===== config.mk =====
export PLATFORM = sky130hd
export DESIGN_NAME = spr_ctrl
export DESIGN_NICKNAME = d
export VERILOG_FILES = /design/src/rtl/spr_pkg.sv /design/src/rtl/spr_ctrl.sv
export SDC_FILE = /design/constraint.sdc
export NUM_CORES = 1
export LEC_CHECK = 0
export BUFFER_PORTS_ARGS = -buffer_cell sky130_fd_sc_hd__buf_4
export CAP_MARGIN = 20
export CORE_AREA = 2 2 39 41
export DETAILED_ROUTE_END_ITERATION = 7
export DIE_AREA = 0 0 41 43
export PLACE_DENSITY = 0.6
export SYNTH_ARGS = -nofsm -noshare
export SYNTH_HDL_FRONTEND = slang
export SYNTH_SLANG_ARGS = --single-unit

===== constraint.sdc =====
create_clock -name clk -period 1.3 [get_ports clk]
set_clock_uncertainty 0.1 [all_clocks]
set_input_delay 0.065 -clock clk [delete_from_list [all_inputs] [get_ports clk]]
set_output_delay 0.065 -clock clk [all_outputs]
set_load 0.05 [all_outputs]

===== src/rtl/spr_pkg.sv =====
// ----------------------------------------------------------------------------
// spr_pkg
// Shared types and codes of the sparse pattern remap unit: request codes,
// controller states and the command and status words between the
// controller and the datapath.
// ----------------------------------------------------------------------------
package spr_pkg;

	// request codes carried on req_type
	localparam logic [1:0] REQ_PTR = 2'd0;
	localparam logic [1:0] REQ_ENT = 2'd1;
	localparam logic [1:0] REQ_QRY = 2'd2;

	// controller states
	typedef enum logic [2:0] {
		S_IDLE,
		S_END,
		S_START,
		S_LOAD,
		S_CMP
	} state_t;

	// entry store read address select
	typedef enum logic [1:0] {
		ENT_CUR,
		ENT_LOAD,
		ENT_NEXT
	} ent_sel_t;

	// controller to datapath commands
	typedef struct packed {
		logic     wr_ptr;
		logic     wr_ent;
		logic     latch_query;
		logic     row_sel_next;
		logic     latch_end;
		logic     load_cursor;
		ent_sel_t ent_sel;
		logic     step;
		logic     emit_hit;
		logic     emit_miss;
	} cmd_t;

	// datapath to controller status
	typedef struct packed {
		logic row_in_range;
		logic reload;
		logic cur_lt_end;
		logic col_lt;
		logic col_eq;
	} sts_t;

endpackage


===== src/rtl/spr_ctrl.sv =====
// ----------------------------------------------------------------------------
// spr_ctrl
// Sequencer of the sparse pattern remap unit: takes each word, issues
// store writes, and walks a query through the row pointer reads and the
// cursor scan of the entry store.
// ----------------------------------------------------------------------------
module spr_ctrl (
	input  logic          clk,
	input  logic          arst_n,
	input  logic          start,
	input  logic [1:0]    req_type,
	input  spr_pkg::sts_t sts,
	output spr_pkg::cmd_t cmd,
	output logic          busy
);
	import spr_pkg::*;

	state_t state_q;
	state_t state_d;

	// state register
	always_ff @(posedge clk or negedge arst_n) begin
		if (!arst_n) begin
			state_q <= S_IDLE;
		end else begin
			state_q <= state_d;
		end
	end

	// next state and commands
	always_comb begin
		state_d = state_q;
		cmd     = '0;
		cmd.ent_sel = ENT_CUR;
		case (state_q)
			S_IDLE: begin
				if (start) begin
					case (req_type)
						REQ_PTR: cmd.wr_ptr = 1'b1;
						REQ_ENT: cmd.wr_ent = 1'b1;
						REQ_QRY: begin
							if (sts.row_in_range) begin
								cmd.latch_query = 1'b1;
								state_d = S_END;
							end else begin
								cmd.emit_miss = 1'b1;
							end
						end
						default: ;
					endcase
				end
			end
			S_END: begin
				// read the next row's start: the end of this row
				cmd.row_sel_next = 1'b1;
				state_d = S_START;
			end
			S_START: begin
				cmd.latch_end = 1'b1;
				if (sts.reload) begin
					state_d = S_LOAD;
				end else begin
					cmd.ent_sel = ENT_CUR;
					state_d = S_CMP;
				end
			end
			S_LOAD: begin
				cmd.load_cursor = 1'b1;
				cmd.ent_sel = ENT_LOAD;
				state_d = S_CMP;
			end
			S_CMP: begin
				// prefetch the entry after the cursor on every scan cycle
				cmd.ent_sel = ENT_NEXT;
				if (!sts.cur_lt_end) begin
					cmd.emit_miss = 1'b1;
					state_d = S_IDLE;
				end else if (sts.col_lt) begin
					cmd.step = 1'b1;
				end else if (sts.col_eq) begin
					cmd.step = 1'b1;
					cmd.emit_hit = 1'b1;
					state_d = S_IDLE;
				end else begin
					cmd.emit_miss = 1'b1;
					state_d = S_IDLE;
				end
			end
			default: begin
				state_d = S_IDLE;
			end
		endcase
	end

	assign busy = (state_q != S_IDLE);

	a_emit_once: assert property (@(posedge clk) disable iff (!arst_n)
		!(cmd.emit_hit && cmd.emit_miss))
		else $error("hit and miss issued together");

	a_load_after_start: assert property (@(posedge clk) disable iff (!arst_n)
		(state_q == S_LOAD) |-> ($past(state_q) == S_START))
		else $error("cursor load not preceded by start pointer read");

	a_query_ends: assert property (@(posedge clk) disable iff (!arst_n)
		((cmd.emit_hit || cmd.emit_miss) && state_q != S_IDLE) |=> (state_q == S_IDLE))
		else $error("controller did not return to idle after a result");

endmodule


==> results.toml <==
[status]
outcome = "finished with violations"
violations = "negative setup slack"

[synth]
synth_cells = 33
synth_top_family_by_area = "simple AND/OR/NAND/NOR gates"
synth_ff_type = "dfrtp_1"
synthAdderAreaFrac_pct = 0
synth_xor_area_share_pct = 0
synth_area_leaders = "dfrtp_1, o32ai_4, buf_6"
ys_async_sr_fraction_pct = 100
syn_area_per_cell_um2 = 9.10
synth-edff-count = 0
synthDistinctLibCells = 20
synth-compound-area-share_pct = 19.2
ys_seq_elements = 3
synth_seq_area_share_pct = 25.0
yosys.area_share.simple_pct = 42.1
synth_common_cells = "nand2_1, nor3_1, dfrtp_1, inv_1"
yosysWarnings = 0
syn-num-nets = 43
synthDominantCellAreaShare_pct = 25.0
yosysTopAreaCell = "dfrtp_1"
netlist_area_um2 = 300
muxShareOfSynthArea_pct = 0

[clock_tree]
cts.sink_count = 3
htreeDepth = 1
numCtsBuffers = 3
clk_latency_ps = 230
cts_tree = "built"
cts_root_buf = "clkbuf_4"
clkSlewWorstSetupHoldPaths_ps = 40
clockBufferDepth = 2

[detailed_routing]
wl_per_cell_um = 12.0
drt_iter0_markers = 5
drt_pass1_iterations = 3
drc = 0
ant_nets = 0
via_per_inst = 4.82
routed_wl_um = 934
vias = 376

[placed_design]
place_congestion = 0.659
portBuffers = 21
post-dp-hpwl_um = 725
dp_cells = 70

[timing]
maxSlewHeadroom_pct = 79.7
setup_viol = 13
period_minus_slack_ps = 1700
worst_pin_slew_ps = 304
report.final.slew_viol_count = 0
fmax_mhz = 588
setup_ws_ps = -402
rsz0062_at_grt = "yes"
finalCritPeriodShare_pct = 131
hold_viol_final = 0
setup_tns_ps = -3300

[worst_hold_path]
min_path_cells = 3
hold_class = "input port to flop"
worstHoldStart = "sts[2]"
min_to = "state_q[2]"

[global_routing]
grt-ovfl-total = 0
grt_start_max_net_pins = 6
grt_pass1_vias = 400
antenna_found_initial = 0
grt_pass1_wl_um = 1610
grt_use_total_pct = 13.9

[finish]
antenna_cells = 0
fin_util_pct = 49.5
fin_nets = 73
regMostFlops = "state_q"
reg_top3 = "state_q x3"
layout-drive-gt1-share_pct = 74.2
largest_reg_flops = 3
syn_to_final_growth_pct = 128
finalNonFillerCells = 78

[critical_path]
end_kind = "output port"
startpoint_type = "flop"
critPathMaxFanout = 5
timing.rr.start = "state_q[1]"
worstRegToRegCells = 3
required_ps = 1130
arrival_ps = 1540
path_class = "flop to output port"
r2r_end = "state_q[0]"
ff2ff_setup_slack_ps = -90

[floorplanning]
ios = 22
rows = 14
die_h_um = 43
coreArea_mm2 = 0.00138
design.die.area_mm2 = 0.00176
dieWidth_um = 41
initial_utilization_pct = 21.7

[power_and_ir_drop]
powerDensity_mw_per_mm2 = 1980
leakage_nw = 0.296
ir_drop_mv = 1.08
clockPowerShare_pct = 12.0
p_total_mw = 1.36
p_comb_share_pct = 76.6
p_sw_uw = 677
p_sw_share_pct = 50.0
p_int_uw = 678
pwr-share-seq_pct = 11.4

[run]
drv_cap = 0
## layer usage
layer	GRT usage [%]	vias to the layer above	part of all wire, %
met5	0	-	0
met4	8.00	0	1.9
met3	4.71	4	8.9
met2	21.3	19	51
met1	15.9	177	38
li1	-	176	-
## stage by stage
stage / setup WS [ps] / hold WS, ps / area [um2]
2_1_floorplan: -463 / -331 / 370
3_3_place_gp: -207 / -242 / 532
3_5_place_dp: -226 / -240 / 532
4_1_cts: -408 / 43.4 / 662
5_1_grt: -451 / 52.1 / 686
6_report: -402 / 48.4 / 686
## final cells by class
| class | instances | area (um2) |
|---|---|---|
| fill | 142 | 698 |
| tap | 16 | 20.0 |
| timing repair buffer | 28 | 277 |
| multi-input combinational | 24 | 270 |
| sequential | 3 | 75.1 |
| inverter | 3 | 17.5 |
| clock buffer | 4 | 26.3 |
## cells by family (layout without fill, tap and decap cells)
group	count (synthesis)	after routing
compound gates	5	5
flops	3	3
simple gates	19	19
buf+inv	6	35
## layout by cell type, fill, tap and decap left out, types with 2 or more instances in the layout
| master | instances |
|---|---|
| nand2_1 | 4 |
| clkbuf_4 | 3 |
| nand3b_1 | 2 |
| buf_8 | 2 |
| nor3_4 | 4 |
| buf_6 | 13 |
| buf_4 | 12 |
| dfrtp_1 | 3 |
## how the worst max path moves through the flow
| stage | from | end | cells past startpoint |
|---|---|---|---|
| finish | state_q[0] | cmd[0] | 3 |
| global route | state_q[0] | cmd[0] | 3 |
| CTS | state_q[0] | cmd[0] | 3 |
| detailed placement | state_q[0] | cmd[0] | 3 |
| global placement | state_q[0] | cmd[0] | 3 |
| floorplan | state_q[0] | cmd[10] | 3 |
## power groups by stage
| stage | logic, mW | clock network, mW | registers [mW] |
|---|---|---|---|
| after floorplan | 0.720 | 0 | 0.150 |
| after global placement | 0.817 | 0 | 0.152 |
| after detailed placement | 0.824 | 0 | 0.155 |
| after CTS | 0.998 | 0.168 | 0.151 |
| after global routing | 1.09 | 0.177 | 0.159 |
| final | 1.04 | 0.162 | 0.155 |
## critical path, cell delays in order (launching register included)
cell and delay, ps:
dfrtp_1 410, or3_4 440, o32ai_4 270, buf_6 190
## what timing repair did
| item | in CTS | in global routing |
|---|---|---|
| hold endpoints to repair | 3 | 0 |
| setup buffers | 3 | 0 |
| hold buffers | 1 | 0 |
| gates resized for setup | 18 | 6 |
| endpoints found under the setup margin | 13 | 15 |
| pin swaps | 3 | 3 |
No activity file was read; power rests on OpenSTA's default activity.
